`config.mk`:
```
export PLATFORM = sky130hd
export DESIGN_NAME = selective_repeat_sender_window
export DESIGN_NICKNAME = d
export VERILOG_FILES = /design/src/srsw_pkg.sv /design/src/srsw_front.sv /design/src/srsw_cmd_fifo.sv /design/src/srsw_back.sv /design/src/selective_repeat_sender_window.sv
export SDC_FILE = /design/constraint.sdc
export NUM_CORES = 1
export LEC_CHECK = 0
export ABC_AREA = 1
export BUFFER_PORTS_ARGS = -buffer_cell sky130_fd_sc_hd__buf_2
export CELL_PAD_IN_SITES_DETAIL_PLACEMENT = 1
export CELL_PAD_IN_SITES_GLOBAL_PLACEMENT = 1
export CORE_ASPECT_RATIO = 2
export CORE_MARGIN = 1
export CORE_UTILIZATION = 44
export DETAILED_ROUTE_END_ITERATION = 10
export PLACE_DENSITY_LB_ADDON = 0.1
export SYNTH_ARGS = -nofsm -noshare
export SYNTH_HDL_FRONTEND = slang
export SYNTH_SLANG_ARGS = --single-unit
export TNS_END_PERCENT = 30
```
`constraint.sdc`:
```
create_clock -name clk -period 5.7 [get_ports clk]
set_clock_uncertainty 0.2 [all_clocks]
set_input_delay 1.14 -clock clk [delete_from_list [all_inputs] [get_ports clk]]
set_output_delay 1.14 -clock clk [all_outputs]
set_load 0.03 [all_outputs]
```
`src/srsw_pkg.sv`:
```
// Shared types and constants for the selective-repeat sender window.
// No dependencies; imported by every module of the block.
`default_nettype none

package srsw_pkg;

  // Field and register widths
  localparam int unsigned TOTAL_W     = 26;
  localparam int unsigned TOTAL_MAX   = (1 << TOTAL_W) - 1;
  localparam int unsigned TIMEOUT_W   = 16;
  localparam int unsigned CFG_W       = 26;
  localparam int unsigned OP_W        = 2;
  localparam int unsigned SEQ_FIELD_W = 16;
  localparam int unsigned LEN_FIELD_W = 11;

  localparam logic [TIMEOUT_W-1:0] TIMEOUT_RESET = 16'd100;

  // Command queue between front and back
  localparam int unsigned QUEUE_DEPTH = 2;

  typedef enum logic [OP_W-1:0] {
    OP_SEND = 2'd0,
    OP_ACK  = 2'd1,
    OP_TICK = 2'd2
  } op_t;

  typedef enum logic [2:0] {
    KIND_SEND        = 3'd0,
    KIND_RESEND      = 3'd1,
    KIND_FULL        = 3'd2,
    KIND_ALL_SENT    = 3'd3,
    KIND_ACK_TAKEN   = 3'd4,
    KIND_ACK_IGNORED = 3'd5
  } kind_t;

  typedef enum logic {
    REG_TOTAL_BYTES = 1'b0,
    REG_TIMEOUT     = 1'b1
  } reg_idx_t;

  // Classified request handed from front to back
  typedef struct packed {
    op_t                    op;
    logic [SEQ_FIELD_W-1:0] ack_seq;
  } cmd_t;

  // Register write
  typedef struct packed {
    logic             we;
    reg_idx_t         index;
    logic [CFG_W-1:0] data;
  } cfg_wr_t;

  // One result item
  typedef struct packed {
    kind_t                  kind;
    logic [SEQ_FIELD_W-1:0] seq;
    logic [LEN_FIELD_W-1:0] len;
    logic                   fin;
    logic [SEQ_FIELD_W-1:0] base;
    logic                   done;
    logic                   run_end;
  } res_t;

endpackage

`default_nettype wire

```
`src/srsw_front.sv`:
```
// Front stage: accepts requests, drops unknown operations, registers the command.
// Depends on srsw_pkg.
`default_nettype none

module srsw_front (
  input  wire                                 clk,
  input  wire                                 rst_n,
  input  wire                                 in_valid,
  output logic                                in_stall,
  input  wire  [srsw_pkg::OP_W-1:0]           in_operation,
  input  wire  [srsw_pkg::SEQ_FIELD_W-1:0]    in_ack_seq,
  output logic                                cmd_valid,
  input  wire                                 cmd_stall,
  output srsw_pkg::cmd_t                      cmd
);
  import srsw_pkg::*;

  logic cmd_valid_r, cmd_valid_nxt;
  cmd_t cmd_r, cmd_nxt;
  logic take;
  logic known;

  // Hold off only while the stored command cannot move on
  assign in_stall = cmd_valid_r && cmd_stall;
  assign take     = in_valid && !in_stall;

  // Classify the operation code
  always_comb begin
    known = 1'b0;
    unique case (in_operation)
      OP_SEND, OP_ACK, OP_TICK: known = 1'b1;
      default:                  known = 1'b0;
    endcase
  end

  always_comb begin
    cmd_valid_nxt = cmd_valid_r;
    cmd_nxt       = cmd_r;
    if (take) begin
      cmd_valid_nxt   = known;
      cmd_nxt.op      = op_t'(in_operation);
      cmd_nxt.ack_seq = in_ack_seq;
    end else if (!cmd_stall) begin
      cmd_valid_nxt = 1'b0;
    end
  end

  always_ff @(posedge clk) begin
    if (!rst_n) begin
      cmd_valid_r <= 1'b0;
    end else begin
      cmd_valid_r <= cmd_valid_nxt;
    end
    cmd_r <= cmd_nxt;
  end

  assign cmd_valid = cmd_valid_r;
  assign cmd       = cmd_r;

endmodule

`default_nettype wire

```
`src/srsw_cmd_fifo.sv`:
```
// Short command queue between the front stage and the back sequencer.
// Depends on srsw_pkg.
`default_nettype none

module srsw_cmd_fifo (
  input  wire             clk,
  input  wire             rst_n,
  input  wire             push_valid,
  output logic            push_stall,
  input  srsw_pkg::cmd_t  push_cmd,
  output logic            pop_valid,
  input  wire             pop_stall,
  output srsw_pkg::cmd_t  pop_cmd
);
  import srsw_pkg::*;

  localparam int PTR_W   = (QUEUE_DEPTH > 1) ? $clog2(QUEUE_DEPTH) : 1;
  localparam int COUNT_W = $clog2(QUEUE_DEPTH + 1);

  cmd_t               entry_r [QUEUE_DEPTH];
  logic [PTR_W-1:0]   wr_ptr_r, rd_ptr_r;
  logic [COUNT_W-1:0] count_r;
  logic               push, pop;

  assign push_stall = (count_r == COUNT_W'(QUEUE_DEPTH));
  assign pop_valid  = (count_r != '0);
  assign push       = push_valid && !push_stall;
  assign pop        = pop_valid && !pop_stall;
  assign pop_cmd    = entry_r[rd_ptr_r];

  // Pointers and fill level
  always_ff @(posedge clk) begin
    if (!rst_n) begin
      wr_ptr_r <= '0;
      rd_ptr_r <= '0;
      count_r  <= '0;
    end else begin
      if (push) wr_ptr_r <= (wr_ptr_r == PTR_W'(QUEUE_DEPTH - 1)) ? '0 : wr_ptr_r + 1'b1;
      if (pop)  rd_ptr_r <= (rd_ptr_r == PTR_W'(QUEUE_DEPTH - 1)) ? '0 : rd_ptr_r + 1'b1;
      if (push && !pop)      count_r <= count_r + 1'b1;
      else if (pop && !push) count_r <= count_r - 1'b1;
    end
  end

  // Storage
  always_ff @(posedge clk) begin
    if (push) entry_r[wr_ptr_r] <= push_cmd;
  end

endmodule

`default_nettype wire

```
`src/srsw_back.sv`:
```
// Back sequencer: window state, timers, slide and timer scan, result register.
// Depends on srsw_pkg.
`default_nettype none

module srsw_back #(
  parameter int WINDOW_SLOTS  = 8,
  parameter int SEGMENT_BYTES = 1024,
  parameter int SEQ_BITS      = 16
) (
  input  wire                clk,
  input  wire                rst_n,
  input  srsw_pkg::cfg_wr_t  cfg,
  input  wire                cmd_valid,
  output logic               cmd_stall,
  input  srsw_pkg::cmd_t     cmd,
  output logic               out_valid,
  input  wire                out_stall,
  output srsw_pkg::res_t     out_res
);
  import srsw_pkg::*;

  localparam int W         = WINDOW_SLOTS;
  localparam int SLOT_W    = (W > 1) ? $clog2(W) : 1;
  localparam int SUM_W     = SLOT_W + 1;
  localparam int unsigned MAX_PKTS = (TOTAL_MAX + SEGMENT_BYTES - 1) / SEGMENT_BYTES;
  localparam int CNT_W     = $clog2(MAX_PKTS + 1);
  localparam int SEG_W     = $clog2(SEGMENT_BYTES + 1);
  localparam int OFF_W     = CNT_W + SEG_W;
  localparam int WIDE_W    = ((OFF_W > TOTAL_W) ? OFF_W : TOTAL_W) + 1;
  localparam int SEQ_CMP_W = ((CNT_W > SEQ_FIELD_W) ? CNT_W : SEQ_FIELD_W) + 1;
  localparam int WIN_W     = ((CNT_W > 7) ? CNT_W : 7) + 1;
  localparam logic [SLOT_W-1:0] LAST_SLOT = SLOT_W'(W - 1);
  localparam logic [63:0] SEQ_MASK = (64'd1 << SEQ_BITS) - 64'd1;

  typedef enum logic [8:0] {
    S_IDLE     = 9'b000000001,
    S_SEND     = 9'b000000010,
    S_ACK_CHK  = 9'b000000100,
    S_ACK_CNT  = 9'b000001000,
    S_SLIDE    = 9'b000010000,
    S_ACK_EMIT = 9'b000100000,
    S_SCAN     = 9'b001000000,
    S_SUPD     = 9'b010000000,
    S_TEND     = 9'b100000000
  } state_t;

  function automatic logic [SLOT_W-1:0] slot_inc(input logic [SLOT_W-1:0] s);
    return (s == LAST_SLOT) ? '0 : s + 1'b1;
  endfunction

  function automatic logic [SEQ_FIELD_W-1:0] seq_field(input logic [63:0] v);
    return SEQ_FIELD_W'(v & SEQ_MASK);
  endfunction

  // Control and window state
  state_t                 state_r, state_nxt;
  logic [TOTAL_W-1:0]     total_r, total_nxt;
  logic [TIMEOUT_W-1:0]   timeout_r, timeout_nxt;
  logic [CNT_W-1:0]       next_r, next_nxt;
  logic [CNT_W-1:0]       base_r, base_nxt;
  logic [CNT_W-1:0]       taken_r, taken_nxt;
  logic [SLOT_W-1:0]      next_slot_r, next_slot_nxt;
  logic [SLOT_W-1:0]      base_slot_r, base_slot_nxt;
  logic                   done_r, done_nxt;
  logic                   acked_r [W];
  logic                   acked_nxt [W];
  logic                   tvalid_r [W];
  logic                   tvalid_nxt [W];

  // Working registers
  logic [OFF_W-1:0]       off_r, off_nxt;
  logic [SEQ_FIELD_W-1:0] ack_r, ack_nxt;
  logic [CNT_W-1:0]       scan_q_r, scan_q_nxt;
  logic [SLOT_W-1:0]      scan_slot_r, scan_slot_nxt;
  logic                   pend_valid_r, pend_valid_nxt;
  logic [CNT_W-1:0]       pend_seq_r, pend_seq_nxt;
  logic [LEN_FIELD_W-1:0] pend_len_r, pend_len_nxt;
  logic                   pend_fin_r, pend_fin_nxt;

  // Result register
  logic                   out_valid_r, out_valid_nxt;
  res_t                   out_res_r, out_res_nxt;
  logic                   out_free;
  logic                   emit;
  res_t                   emit_res;

  // Timer memory
  logic [TIMEOUT_W-1:0]   timer_mem [W];
  logic [TIMEOUT_W-1:0]   rd_data_r;
  logic                   rd_en, mem_we;
  logic [TIMEOUT_W-1:0]   mem_wdata;

  // Shared constant multiplier: sequence number to byte offset
  logic                   mul_en;
  logic [CNT_W-1:0]       mul_in;
  logic [OFF_W-1:0]       mul_prod;

  // Datapath helpers
  logic [WIDE_W-1:0]      off_w, tot_w;
  logic                   past_end, seg_fin;
  logic [LEN_FIELD_W-1:0] seg_len;
  logic                   window_ok;
  logic [SEQ_CMP_W-1:0]   ack_w, base_w, next_w, ack_dist;
  logic [SUM_W-1:0]       ack_sum;
  logic [SLOT_W-1:0]      ack_slot;
  logic                   ack_in_range, ack_hit;
  logic [TIMEOUT_W-1:0]   t_cur, t_inc, limit;
  logic                   expire;

  assign out_free  = !out_valid_r || !out_stall;
  assign cmd_stall = (state_r != S_IDLE);
  assign mul_prod  = OFF_W'(mul_in) * OFF_W'(SEGMENT_BYTES);

  // Segment length and end-of-transfer tests from the registered offset
  always_comb begin
    off_w    = WIDE_W'(off_r);
    tot_w    = WIDE_W'(total_r);
    past_end = (off_w >= tot_w);
    seg_fin  = ((off_w + WIDE_W'(SEGMENT_BYTES)) >= tot_w);
    if (!seg_fin)            seg_len = LEN_FIELD_W'(SEGMENT_BYTES);
    else if (tot_w >= off_w) seg_len = LEN_FIELD_W'(tot_w - off_w);
    else                     seg_len = '0;
    window_ok = (WIN_W'(next_r) < (WIN_W'(base_r) + WIN_W'(W)));
  end

  // Ack window test; the slot follows from the distance to the base
  always_comb begin
    ack_w        = SEQ_CMP_W'(ack_r);
    base_w       = SEQ_CMP_W'(base_r);
    next_w       = SEQ_CMP_W'(next_r);
    ack_dist     = ack_w - base_w;
    ack_sum      = SUM_W'(base_slot_r) + SUM_W'(ack_dist);
    ack_slot     = (ack_sum >= SUM_W'(W)) ? SLOT_W'(ack_sum - SUM_W'(W)) : SLOT_W'(ack_sum);
    ack_in_range = (ack_w >= base_w) && (ack_w < next_w);
    ack_hit      = ack_in_range && !acked_r[ack_slot];
  end

  // Timer aging for the slot under scan
  always_comb begin
    t_cur  = tvalid_r[scan_slot_r] ? rd_data_r : '0;
    t_inc  = (t_cur != '1) ? t_cur + 1'b1 : t_cur;
    limit  = (timeout_r == '0) ? TIMEOUT_W'(1) : timeout_r;
    expire = (t_inc >= limit);
  end

  // Sequencer
  always_comb begin
    state_nxt      = state_r;
    total_nxt      = total_r;
    timeout_nxt    = timeout_r;
    next_nxt       = next_r;
    base_nxt       = base_r;
    taken_nxt      = taken_r;
    next_slot_nxt  = next_slot_r;
    base_slot_nxt  = base_slot_r;
    done_nxt       = done_r;
    acked_nxt      = acked_r;
    tvalid_nxt     = tvalid_r;
    off_nxt        = off_r;
    ack_nxt        = ack_r;
    scan_q_nxt     = scan_q_r;
    scan_slot_nxt  = scan_slot_r;
    pend_valid_nxt = pend_valid_r;
    pend_seq_nxt   = pend_seq_r;
    pend_len_nxt   = pend_len_r;
    pend_fin_nxt   = pend_fin_r;
    mul_en         = 1'b0;
    mul_in         = next_r;
    rd_en          = 1'b0;
    mem_we         = 1'b0;
    mem_wdata      = '0;
    emit           = 1'b0;
    emit_res.kind    = KIND_SEND;
    emit_res.seq     = seq_field(64'(next_r));
    emit_res.len     = '0;
    emit_res.fin     = 1'b0;
    emit_res.base    = seq_field(64'(base_r));
    emit_res.done    = done_r;
    emit_res.run_end = 1'b1;

    unique case (state_r)
      S_IDLE: begin
        if (cmd_valid) begin
          unique case (cmd.op)
            OP_SEND: begin
              mul_en    = 1'b1;
              mul_in    = next_r;
              state_nxt = S_SEND;
            end
            OP_ACK: begin
              ack_nxt   = cmd.ack_seq;
              state_nxt = S_ACK_CHK;
            end
            OP_TICK: begin
              scan_q_nxt     = base_r;
              scan_slot_nxt  = base_slot_r;
              pend_valid_nxt = 1'b0;
              state_nxt      = S_SCAN;
            end
            default: state_nxt = S_IDLE;
          endcase
        end
      end

      // Send request: all sent, new segment or window full
      S_SEND: begin
        if (out_free) begin
          emit      = 1'b1;
          state_nxt = S_IDLE;
          if (past_end) begin
            emit_res.kind = KIND_ALL_SENT;
          end else if (window_ok) begin
            emit_res.kind           = KIND_SEND;
            emit_res.len            = seg_len;
            emit_res.fin            = seg_fin;
            acked_nxt[next_slot_r]  = 1'b0;
            tvalid_nxt[next_slot_r] = 1'b0;
            next_nxt                = next_r + CNT_W'(1);
            next_slot_nxt           = slot_inc(next_slot_r);
          end else begin
            emit_res.kind = KIND_FULL;
          end
        end
      end

      // Ack check; a fresh ack recomputes the done test
      S_ACK_CHK: begin
        if (ack_hit) begin
          acked_nxt[ack_slot] = 1'b1;
          taken_nxt           = taken_r + CNT_W'(1);
          mul_en              = 1'b1;
          mul_in              = taken_r + CNT_W'(1);
          state_nxt           = S_ACK_CNT;
        end else if (out_free) begin
          emit          = 1'b1;
          emit_res.kind = KIND_ACK_IGNORED;
          emit_res.seq  = seq_field(64'(ack_r));
          state_nxt     = S_IDLE;
        end
      end

      S_ACK_CNT: begin
        done_nxt  = past_end;
        state_nxt = S_SLIDE;
      end

      // Slide the base over acknowledged slots, one per cycle
      S_SLIDE: begin
        if ((base_r < next_r) && acked_r[base_slot_r]) begin
          acked_nxt[base_slot_r] = 1'b0;
          base_nxt               = base_r + CNT_W'(1);
          base_slot_nxt          = slot_inc(base_slot_r);
        end else begin
          state_nxt = S_ACK_EMIT;
        end
      end

      S_ACK_EMIT: begin
        if (out_free) begin
          emit          = 1'b1;
          emit_res.kind = KIND_ACK_TAKEN;
          emit_res.seq  = seq_field(64'(ack_r));
          state_nxt     = S_IDLE;
        end
      end

      // Tick scan: skip acked slots, read the timer of the others
      S_SCAN: begin
        if (scan_q_r >= next_r) begin
          state_nxt = S_TEND;
        end else if (acked_r[scan_slot_r]) begin
          scan_q_nxt    = scan_q_r + CNT_W'(1);
          scan_slot_nxt = slot_inc(scan_slot_r);
        end else begin
          rd_en     = 1'b1;
          mul_en    = 1'b1;
          mul_in    = scan_q_r;
          state_nxt = S_SUPD;
        end
      end

      // Age the timer; an expiry becomes the pending resend
      S_SUPD: begin
        if (!(expire && pend_valid_r && !out_free)) begin
          mem_we                  = 1'b1;
          mem_wdata               = expire ? '0 : t_inc;
          tvalid_nxt[scan_slot_r] = 1'b1;
          if (expire) begin
            if (pend_valid_r) begin
              emit             = 1'b1;
              emit_res.kind    = KIND_RESEND;
              emit_res.seq     = seq_field(64'(pend_seq_r));
              emit_res.len     = pend_len_r;
              emit_res.fin     = pend_fin_r;
              emit_res.run_end = 1'b0;
            end
            pend_valid_nxt = 1'b1;
            pend_seq_nxt   = scan_q_r;
            pend_len_nxt   = seg_len;
            pend_fin_nxt   = seg_fin;
          end
          scan_q_nxt    = scan_q_r + CNT_W'(1);
          scan_slot_nxt = slot_inc(scan_slot_r);
          state_nxt     = S_SCAN;
        end
      end

      // Last resend of the tick closes the run
      S_TEND: begin
        if (!pend_valid_r) begin
          state_nxt = S_IDLE;
        end else if (out_free) begin
          emit           = 1'b1;
          emit_res.kind  = KIND_RESEND;
          emit_res.seq   = seq_field(64'(pend_seq_r));
          emit_res.len   = pend_len_r;
          emit_res.fin   = pend_fin_r;
          pend_valid_nxt = 1'b0;
          state_nxt      = S_IDLE;
        end
      end

      default: state_nxt = S_IDLE;
    endcase

    if (mul_en) off_nxt = mul_prod;

    // Register writes are to be made only while idle; the block does not enforce this
    if (cfg.we) begin
      unique case (cfg.index)
        REG_TOTAL_BYTES: begin
          total_nxt     = TOTAL_W'(cfg.data);
          next_nxt      = '0;
          base_nxt      = '0;
          taken_nxt     = '0;
          next_slot_nxt = '0;
          base_slot_nxt = '0;
          done_nxt      = (TOTAL_W'(cfg.data) == '0);
          for (int i = 0; i < W; i++) begin
            acked_nxt[i]  = 1'b0;
            tvalid_nxt[i] = 1'b0;
          end
        end
        REG_TIMEOUT: timeout_nxt = TIMEOUT_W'(cfg.data);
        default:     timeout_nxt = timeout_r;
      endcase
    end

    // Result register
    out_valid_nxt = emit ? 1'b1 : (out_valid_r && out_stall);
    out_res_nxt   = emit ? emit_res : out_res_r;
  end

  always_ff @(posedge clk) begin
    if (!rst_n) begin
      state_r      <= S_IDLE;
      total_r      <= '0;
      timeout_r    <= TIMEOUT_RESET;
      next_r       <= '0;
      base_r       <= '0;
      taken_r      <= '0;
      next_slot_r  <= '0;
      base_slot_r  <= '0;
      done_r       <= 1'b1;
      acked_r      <= '{default: 1'b0};
      tvalid_r     <= '{default: 1'b0};
      pend_valid_r <= 1'b0;
      out_valid_r  <= 1'b0;
    end else begin
      state_r      <= state_nxt;
      total_r      <= total_nxt;
      timeout_r    <= timeout_nxt;
      next_r       <= next_nxt;
      base_r       <= base_nxt;
      taken_r      <= taken_nxt;
      next_slot_r  <= next_slot_nxt;
      base_slot_r  <= base_slot_nxt;
      done_r       <= done_nxt;
      acked_r      <= acked_nxt;
      tvalid_r     <= tvalid_nxt;
      pend_valid_r <= pend_valid_nxt;
      out_valid_r  <= out_valid_nxt;
    end
    off_r       <= off_nxt;
    ack_r       <= ack_nxt;
    scan_q_r    <= scan_q_nxt;
    scan_slot_r <= scan_slot_nxt;
    pend_seq_r  <= pend_seq_nxt;
    pend_len_r  <= pend_len_nxt;
    pend_fin_r  <= pend_fin_nxt;
    out_res_r   <= out_res_nxt;
  end

  // Per-slot timer memory, one port used by the scan
  always_ff @(posedge clk) begin
    if (mem_we) timer_mem[scan_slot_r] <= mem_wdata;
    if (rd_en)  rd_data_r <= timer_mem[scan_slot_r];
  end

  assign out_valid = out_valid_r;
  assign out_res   = out_res_r;

  // Outstanding segments never exceed the window
  a_window_span: assert property (@(posedge clk) disable iff (!rst_n)
    (base_r <= next_r) && ((WIN_W'(next_r) - WIN_W'(base_r)) <= WIN_W'(W)))
    else $error("window span exceeds slot count");

  // A pending resend exists only inside a tick scan
  a_pend_scope: assert property (@(posedge clk) disable iff (!rst_n)
    pend_valid_r |-> (state_r == S_SCAN || state_r == S_SUPD || state_r == S_TEND))
    else $error("pending resend outside tick scan");

  // Every new segment advances the next sequence number by one
  a_send_advances: assert property (@(posedge clk) disable iff (!rst_n)
    (emit && emit_res.kind == KIND_SEND) |=> (next_r == $past(next_r) + CNT_W'(1)))
    else $error("send did not advance next sequence number");

  // The base only moves forward within a transfer
  a_base_forward: assert property (@(posedge clk) disable iff (!rst_n)
    !cfg.we |=> (base_r >= $past(base_r)))
    else $error("window base moved backward");

endmodule

`default_nettype wire

```
`src/selective_repeat_sender_window.sv`:
```
// Selective-repeat sender window: top level joining front, queue and back.
// Depends on srsw_pkg, srsw_front, srsw_cmd_fifo and srsw_back.
//
// Usage:
//   Requests enter on in_valid/in_stall with in_operation (send, ack, tick)
//   and in_ack_seq. Results leave on out_valid/out_stall; a send or ack gives
//   one result, a tick one resend per expired timer or none, an unknown code
//   none. out_run_end marks the last result of a request.
//   Registers are to be written through cfg_we/cfg_index/cfg_wdata only while
//   idle (not enforced by the block); writing total_bytes starts a new transfer.
// Timing:
//   A request is registered in the front stage and queued; the back sequencer
//   pops it while idle, then emits a send or ignored ack from one state, runs
//   a taken ack through check, count, slide (per slid slot) and emit, and for
//   a tick scans the window, skipping acked slots and reading, then updating,
//   the timer of each unacked one; a receiver stall adds waiting. It handles one
//   request at a time and sets the throughput; the front and queue keep accepting.
// Reset: synchronous, active low; empty transfer, timeout of 100 ticks.
// A stalled receiver holds the result register; the back waits to emit,
// the queue fills, and then in_stall rises.
`default_nettype none

module selective_repeat_sender_window #(
  parameter int WINDOW_SLOTS  = 8,
  parameter int SEGMENT_BYTES = 1024,
  parameter int SEQ_BITS      = 16
) (
  input  wire                               clk,
  input  wire                               rst_n,
  input  wire                               cfg_we,
  input  wire  [0:0]                        cfg_index,
  input  wire  [srsw_pkg::CFG_W-1:0]        cfg_wdata,
  input  wire                               in_valid,
  output logic                              in_stall,
  input  wire  [srsw_pkg::OP_W-1:0]         in_operation,
  input  wire  [srsw_pkg::SEQ_FIELD_W-1:0]  in_ack_seq,
  output logic                              out_valid,
  input  wire                               out_stall,
  output logic [2:0]                        out_kind,
  output logic [srsw_pkg::SEQ_FIELD_W-1:0]  out_seq_out,
  output logic [srsw_pkg::LEN_FIELD_W-1:0]  out_segment_length,
  output logic                              out_final_segment,
  output logic [srsw_pkg::SEQ_FIELD_W-1:0]  out_window_base,
  output logic                              out_transfer_done,
  output logic                              out_run_end
);
  import srsw_pkg::*;

  cmd_t    front_cmd, queue_cmd;
  logic    front_valid, front_stall;
  logic    queue_valid, queue_stall;
  cfg_wr_t cfg;
  res_t    res;

  assign cfg.we    = cfg_we;
  assign cfg.index = reg_idx_t'(cfg_index);
  assign cfg.data  = cfg_wdata;

  srsw_front u_front (
    .clk          (clk),
    .rst_n        (rst_n),
    .in_valid     (in_valid),
    .in_stall     (in_stall),
    .in_operation (in_operation),
    .in_ack_seq   (in_ack_seq),
    .cmd_valid    (front_valid),
    .cmd_stall    (front_stall),
    .cmd          (front_cmd)
  );

  srsw_cmd_fifo u_queue (
    .clk        (clk),
    .rst_n      (rst_n),
    .push_valid (front_valid),
    .push_stall (front_stall),
    .push_cmd   (front_cmd),
    .pop_valid  (queue_valid),
    .pop_stall  (queue_stall),
    .pop_cmd    (queue_cmd)
  );

  srsw_back #(
    .WINDOW_SLOTS  (WINDOW_SLOTS),
    .SEGMENT_BYTES (SEGMENT_BYTES),
    .SEQ_BITS      (SEQ_BITS)
  ) u_back (
    .clk       (clk),
    .rst_n     (rst_n),
    .cfg       (cfg),
    .cmd_valid (queue_valid),
    .cmd_stall (queue_stall),
    .cmd       (queue_cmd),
    .out_valid (out_valid),
    .out_stall (out_stall),
    .out_res   (res)
  );

  assign out_kind           = res.kind;
  assign out_seq_out        = res.seq;
  assign out_segment_length = res.len;
  assign out_final_segment  = res.fin;
  assign out_window_base    = res.base;
  assign out_transfer_done  = res.done;
  assign out_run_end        = res.run_end;

endmodule

`default_nettype wire
```
==> results of run 1 <==
per-stage QoR:
step / cell area (um^2) / cells / util, % / hold slack, ns
after floorplan: 25100 / 2803 / - / 0.209
after global placement: 26500 / 3626 / 47.1 / 0.215
after detailed placement: 26500 / 3626 / 47.1 / 0.231
after CTS: 28100 / 3709 / 49.9 / 0.250
after global routing: 28300 / 3726 / 50.2 / 0.261
final: 28300 / 3726 / 50.2 / 0.247
worst max-delay path: stages (launching register included):
cell      delay (ns)
edfxtp_1        0.55
buf_4           0.18
nand2_1         0.05
nand2_1         0.07
nand2_1         0.04
nand2_1         0.05
nand2_1         0.08
nand2_4         0.16
inv_2           0.10
nor2_1          0.18
ha_2            0.24
nand2_1         0.11
nor3_1          0.32
nand3_1         0.13
xor2_1          0.22
nand2_1         0.09
ha_1            0.30
nand2_1         0.11
o21ai_0         0.11
a21oi_1         0.49
nand3_4         0.21
nand2_4         0.14
nand2_1         0.06
nand2_1         0.13
o21ai_0         0.13
inv_1           0.22
o21ai_4         0.15
buf_12          0.21
cells in the mapped netlist, drive strengths merged:
cell	instances
nor3b	1
inv	321
a22oi	21
o31ai	4
mux2	16
fa	2
o21bai	4
nand2	633
nor4	24
or2	7
o22ai	6
o41ai	2
a31oi	1
nand3	149
edfxtp	328
a221oi	12
clkinv	7
a22o	15
nand3b	15
nor2	247
a21oi	190
clkbuf	47
and2	1
o2111ai	1
xnor2	14
dfxtp	133
o211ai	25
nor3	71
ha	144
mux2i	1
xor2	52
buf	30
a31o	1
a21o	2
a211oi	10
o21a	6
o21ai	184
nand4	75
a41o	1
final timing paths:
| kind | startpoint | end | slack (ns) | cells after the start |
|---|---|---|---|---|
| max | u_back.scan_slot_r[0]$_DFFE_PP_ | u_back.out_res[10]$_DFFE_PP_ | 0.40 | 27 |
| min | u_front.cmd[7]$_DFFE_PP_ | u_queue.entry_r[0][7]$_DFFE_PP_ | 0.25 | 0 |
| max reg2reg | u_back.scan_slot_r[0]$_DFFE_PP_ | u_back.out_res[10]$_DFFE_PP_ | 0.40 | 27 |
| min reg2reg | u_front.cmd[7]$_DFFE_PP_ | u_queue.entry_r[0][7]$_DFFE_PP_ | 0.25 | 0 |
routing by layer:
layer  vias up  GRT usage (%)
met5         -              0
met4         0           21.7
met3       268           3.63
met2       609           60.2
met1     10400           31.4
li1       9908              -
power by group through the flow:
| stage | Sequential (W) | Combinational [W] | Clock (W) |
|---|---|---|---|
| global placement | 0.00423 | 0.00183 | 0 |
| floorplan | 0.00412 | 0.00126 | 0 |
| CTS | 0.00417 | 0.00193 | 0.00329 |
| global route | 0.00419 | 0.00216 | 0.00339 |
| finish | 0.00417 | 0.00196 | 0.00325 |
| detailed placement | 0.00424 | 0.00191 | 0 |
sequential cells by signal, indices dropped and copies added (netlist names), 2 cells and up, named ones only:
signal,count
u_back.timer_mem,128
u_back.out_res,49
u_queue.entry_r,36
u_back.total_r,26
u_front.cmd,18
u_back.base_r,17
u_back.next_r,17
u_back.off_r,17
u_back.scan_q_r,17
u_back.taken_r,17
u_back.ack_r,16
u_back.pend_seq_r,16
u_back.rd_data_r,16
u_back.timeout_r,16
u_back.pend_len_r,11
u_back.state_r,9
u_back.acked_r,8
u_back.tvalid_r,8
u_back.base_slot_r,3
u_back.next_slot_r,3
u_back.scan_slot_r,3
u_queue.count_r,2
repair_timing:
item | CTS | global route
resized for setup | 0 | 10
gates cloned | 1 | 0
buffers inserted | 2 | 16
hold endpoints to repair | 0 | 0
pin swaps | 0 | 3
endpoints found under the setup margin | 22 | 345
final cells by class:
type                            instances  area (um^2)
Fill cell                            6620        28100
Sequential cell                       461        12500
Multi-Input combinational cell       1938        11000
Inverter                              328         1240
Clock buffer                           49         1100
Timing Repair Buffer                  168         1040
Tap cell                              750          938
Clock inverter                         31          449
Antenna cell                            1         2.50
cell families (layout without fill, tap and decap cells):
group / after synthesis / after routing / share of synthesized area [%]
AOI/OAI and AO/OA: 485 / 486 / 11.2
other: 0 / 1 / 0
buffers and inverters: 405 / 576 / 6.48
and+or+nand+nor: 1223 / 1223 / 21.9
adders and majority gates: 146 / 146 / 7.35
DFF: 461 / 461 / 49.9
muxes: 17 / 17 / 0.759
xor gates and xnor gates: 66 / 66 / 2.40
==> summary.txt, run 1 <==
Die area -> 0.0580 mm^2
Status -> finished, final reports clean
Relative slew margins -> 24.9%
Pre-antenna DRT Iters -> 6
Final Wtd Congestion -> 0.956
Row count -> 123
Worst-Margin Slew -> 1.12 ns
Fin crit period -> 5.30 ns
Logic gate share of total power -> 20.9%
P_sw -> 0.00311 W
Seq/Total Area, Yosys -> 49.9%
Endpoints failing setup -> 0
Routed Antenna Nets -> 0
CTS tree -> yes
Final WS setup -> 0.404 ns
Via density -> 5.70
Reg clk slew, reported paths -> 0.07 ns
Flop pwr share -> 44.5%
Total CTS buffers -> 43
Critical path startpoint category -> flop
Most frequent cells in the layout -> nand2_1, edfxtp_1, inv_1, nor2_1
Root buffer cell -> clkbuf_16
Internal power -> 0.00627 W
Syn Inst Count -> 2803
Tot GR Track Use -> 31.7%
Buffers on Ports -> 100
Sw Ratio -> 33.2%
Worst EP required -> 5.85 ns
Crit path kind -> flop to flop
Final max-slew violation count -> 0
Largest area contributor in the netlist -> edfxtp_1
Number of global-route vias before repair -> 22700
Initial antenna violation count -> 1
Power per cell area -> 332 mW/mm^2
Hold crit path type -> flop to flop
Syn avg cell area -> 8.94 um^2
Drt drc -> 0
Initial Util -> 44.5%
Max Cap Violations -> 0
Final Net Count -> 3136
First-pass GRT wire length -> 135 mm
Tcrit/Tclk final -> 92.9%
CP max FO -> 22
Iter 0 DRT Violations -> 1079
Count of final hold-check violations -> 0
Max VDD drop -> 0.354 mV
Distinct cells, synth -> 65
Mapped cell area -> 0.0251 mm^2
CP arrival -> 5.45 ns
Metal3 WL -> 3.39 mm
# H-tree levels -> 2
Area share of the largest cell type after synthesis -> 39.3%
Fin Setup TNS -> 0 ns
Syn Nets -> 2999
Post-DP HPWL -> 69.9 mm
Synth Register Bits -> 461
Leak -> 11.7 nW
Fraction of layout cells with a size suffix above 1 -> 12.0%
CP endpoint kind -> flop
Max clock buf depth -> 3
Synthesis Warnings -> 0
Clock power share -> 34.6%
Max frequency -> 189 MHz
Clock sinks -> 461
Hold Buf Count CTS -> 0
I/O pin total -> 101
Setup WS pre-CTS -> -0.0424 ns
Core area -> 0.0563 mm^2
Met2 WL -> 49.2 mm
Largest net degree at the start of global routing -> 55
Clock latency on the worst-skew pair -> 0.61 ns
Top sig layer -> met4
Top cells by area, synth -> edfxtp_1, dfxtp_1, nand2_1, ha_1, inv_1
Commonest non-fill, non-tap cell in the layout -> nand2_1
Tot Pwr -> 0.00939 W
Vias post-DR -> 21200
M1 wire length -> 31.5 mm
Synth-to-layout area growth -> 12.8%
Grt total ovfl -> 0
Die width -> 171 um
Die H -> 340 um
Routed len/inst -> 24.4 um
Total wire length -> 90.8 mm
(Power assumes the default switching activity.)
==> run 2, diff against run 1 <==
CORE_ASPECT_RATIO = 0.5   (was 2)
==> run 2 against run 1 <==
Compared with the run above:
- maximum frequency rose by 0.20%
- largest power group unchanged
- first-iteration DRC count rose by 63%
- non-clock buffer count fell by 31
- power fell by 2.1%
- hold slack got worse by 0.0068 ns
- clock-buffer cell count rose by 9
==> summary.txt, run 2 (same netlist as run 1, synthesis figures left out) <==
Hold slack -> 0.240 ns
Leak -> 11.5 nW
Reg clk slew, reported paths -> 0.07 ns
Max frequency -> 189 MHz
Placed Area -> 0.0265 mm^2
Core area -> 0.0559 mm^2
Clock latency on the worst-skew pair -> 0.60 ns
Die width -> 340 um
Flop pwr share -> 45.3%
Commonest non-fill, non-tap cell in the layout -> nand2_1
Finished Cell Area -> 0.0280 mm^2
Initial Util -> 44.9%
Post-DP HPWL -> 61.1 mm
Relative slew margins -> 31.9%
Tcrit/Tclk final -> 92.7%
CP endpoint kind -> flop
Clock sinks -> 461
I/O pin total -> 101
Vias post-DR -> 20700
Final Wtd Congestion -> 0.929
Buffers on Ports -> 100
Largest net degree at the start of global routing -> 52
Worst path max stage delay -> 0.65 ns
Clock power share -> 34.1%
Final Net Count -> 3106
Crit path kind -> flop to flop
Worst EP required -> 5.77 ns
CP most frequent cell -> nand2_1
Most frequent cells in the layout -> nand2_1, edfxtp_1, inv_1, nor2_1
Power per cell area -> 329 mW/mm^2
Drt drc -> 0
Die area -> 0.0580 mm^2
First-pass GRT wire length -> 125 mm
Max VDD drop -> 0.227 mV
Root buffer cell -> clkbuf_16
Row count -> 61
Internal power -> 0.00613 W
Max reg flops -> 128
Setup WS pre-CTS -> 0.0660 ns
Final WS setup -> 0.414 ns
Initial antenna violation count -> 1
Total CTS buffers -> 45
Critical path startpoint category -> flop
Routed len/inst -> 22.2 um
Fin Setup TNS -> 0 ns
Fin crit period -> 5.29 ns
RSZ-0062 raised after global routing -> false
R2R Setup Slk -> 0.41 ns
Number of global-route vias before repair -> 20900
Core Util, Final -> 50.1%
Pre-antenna DRT Iters -> 5
Grt total ovfl -> 0
Final max-slew violation count -> 0
Iter 0 DRT Violations -> 1760
# H-tree levels -> 2
Endpoints failing setup -> 0
Count of final hold-check violations -> 0
Slowest CP cell -> a21oi_1
P_sw -> 0.00306 W
CTS tree -> yes
Max Cap Violations -> 0
# fillers -> 6537
Sw Ratio -> 33.3%
Worst-Margin Slew -> 1.01 ns
Die H -> 171 um
Reg with most FFs -> u_back.timer_mem
Fraction of layout cells with a size suffix above 1 -> 10.7%
Total wire length -> 82.3 mm
CP arrival -> 5.36 ns
Via density -> 5.59
Status -> finished, final reports clean
CP max FO -> 16
Logic gate share of total power -> 20.7%
Max clock buf depth -> 3
Routed Antenna Nets -> 0
Ant diodes -> 0
Hold crit path type -> flop to flop
Synth-to-layout area growth -> 11.6%
Tot GR Track Use -> 28.4%
## run 2: cell count changes in the layout (fill, tap and decap cells not counted), moves of 2 or more
cell,previous run,this run
nand2_2,7,9
bufinv_16,9,4
clkinv_1,8,16
inv_6,8,2
clkinv_4,1,4
clkbuf_16,43,46
clkinvlp_2,2,0
clkbuf_8,0,2
clkinvlp_4,4,2
clkinv_2,5,3
clkbuf_1,6,10
buf_4,66,34
## run 2: layout make-up
| cell class | count | area (um^2) | area share (%) |
|---|---|---|---|
| repair buffers | 137 | 816 | 2.92 |
| inverters | 328 | 1240 | 4.42 |
| well taps | 756 | 946 | 3.38 |
| flip-flops and latches | 461 | 12500 | 44.7 |
| clock inverters | 26 | 275 | 0.984 |
| clock buffers | 58 | 1220 | 4.35 |
| multi-input cells | 1937 | 11000 | 39.2 |
## run 2: power by group through the flow
stage,clock network [W],registers [W],logic (W)
finish,0.00313,0.00416,0.00190
global route,0.00330,0.00418,0.00212
CTS,0.00318,0.00416,0.00186
detailed placement,0,0.00424,0.00185
global placement,0,0.00422,0.00180
floorplan,0,0.00412,0.00126
## run 2: stage by stage
step           total power [W]  std cells
2_1_floorplan          0.00538       2803
3_3_place_gp           0.00602       3618
3_5_place_dp           0.00608       3618
4_1_cts                0.00921       3702
5_1_grt                0.00960       3703
6_report               0.00919       3703
## run 2: worst max-delay path: cells and delay by family (launching register included)
| family | cells | cell delay, ns |
|---|---|---|
| and+or+nand+nor | 17 | 1.97 |
| AOI/OAI and AO/OA | 4 | 1.09 |
| buffers and inverters | 6 | 0.80 |
| adders and majority gates | 2 | 0.54 |
| DFF | 1 | 0.36 |
## run 2: metal layers
layer,global-route usage [%],up-vias,share of wire (%)
met2,47.6,463,47
met1,38.4,10300,46
met3,4.54,115,5.1
met4,7.23,2,2.3
li1,-,9860,-
met5,0,-,0.016
## run 2: repair_timing
| action | 4_1_cts | 5_1_grt |
|---|---|---|
| resized for setup | 0 | 5 |
| hold buffers | 0 | 0 |
| endpoints found under the setup margin | 0 | 361 |
| setup buffers | 0 | 1 |
## run 2: final timing paths
kind                                         from                                to  depth (start not counted)
setup / recovery  u_back.scan_slot_r[0]$_DFFE_PP_  u_back.timer_mem[5][7]$_DFFE_PP_                         29
hold / removal           u_back.done_r$_SDFF_PN1_       u_back.out_res[1]$_DFFE_PP_                          0
setup reg to reg  u_back.scan_slot_r[0]$_DFFE_PP_  u_back.timer_mem[5][7]$_DFFE_PP_                         29
hold reg to reg          u_back.done_r$_SDFF_PN1_       u_back.out_res[1]$_DFFE_PP_                          0
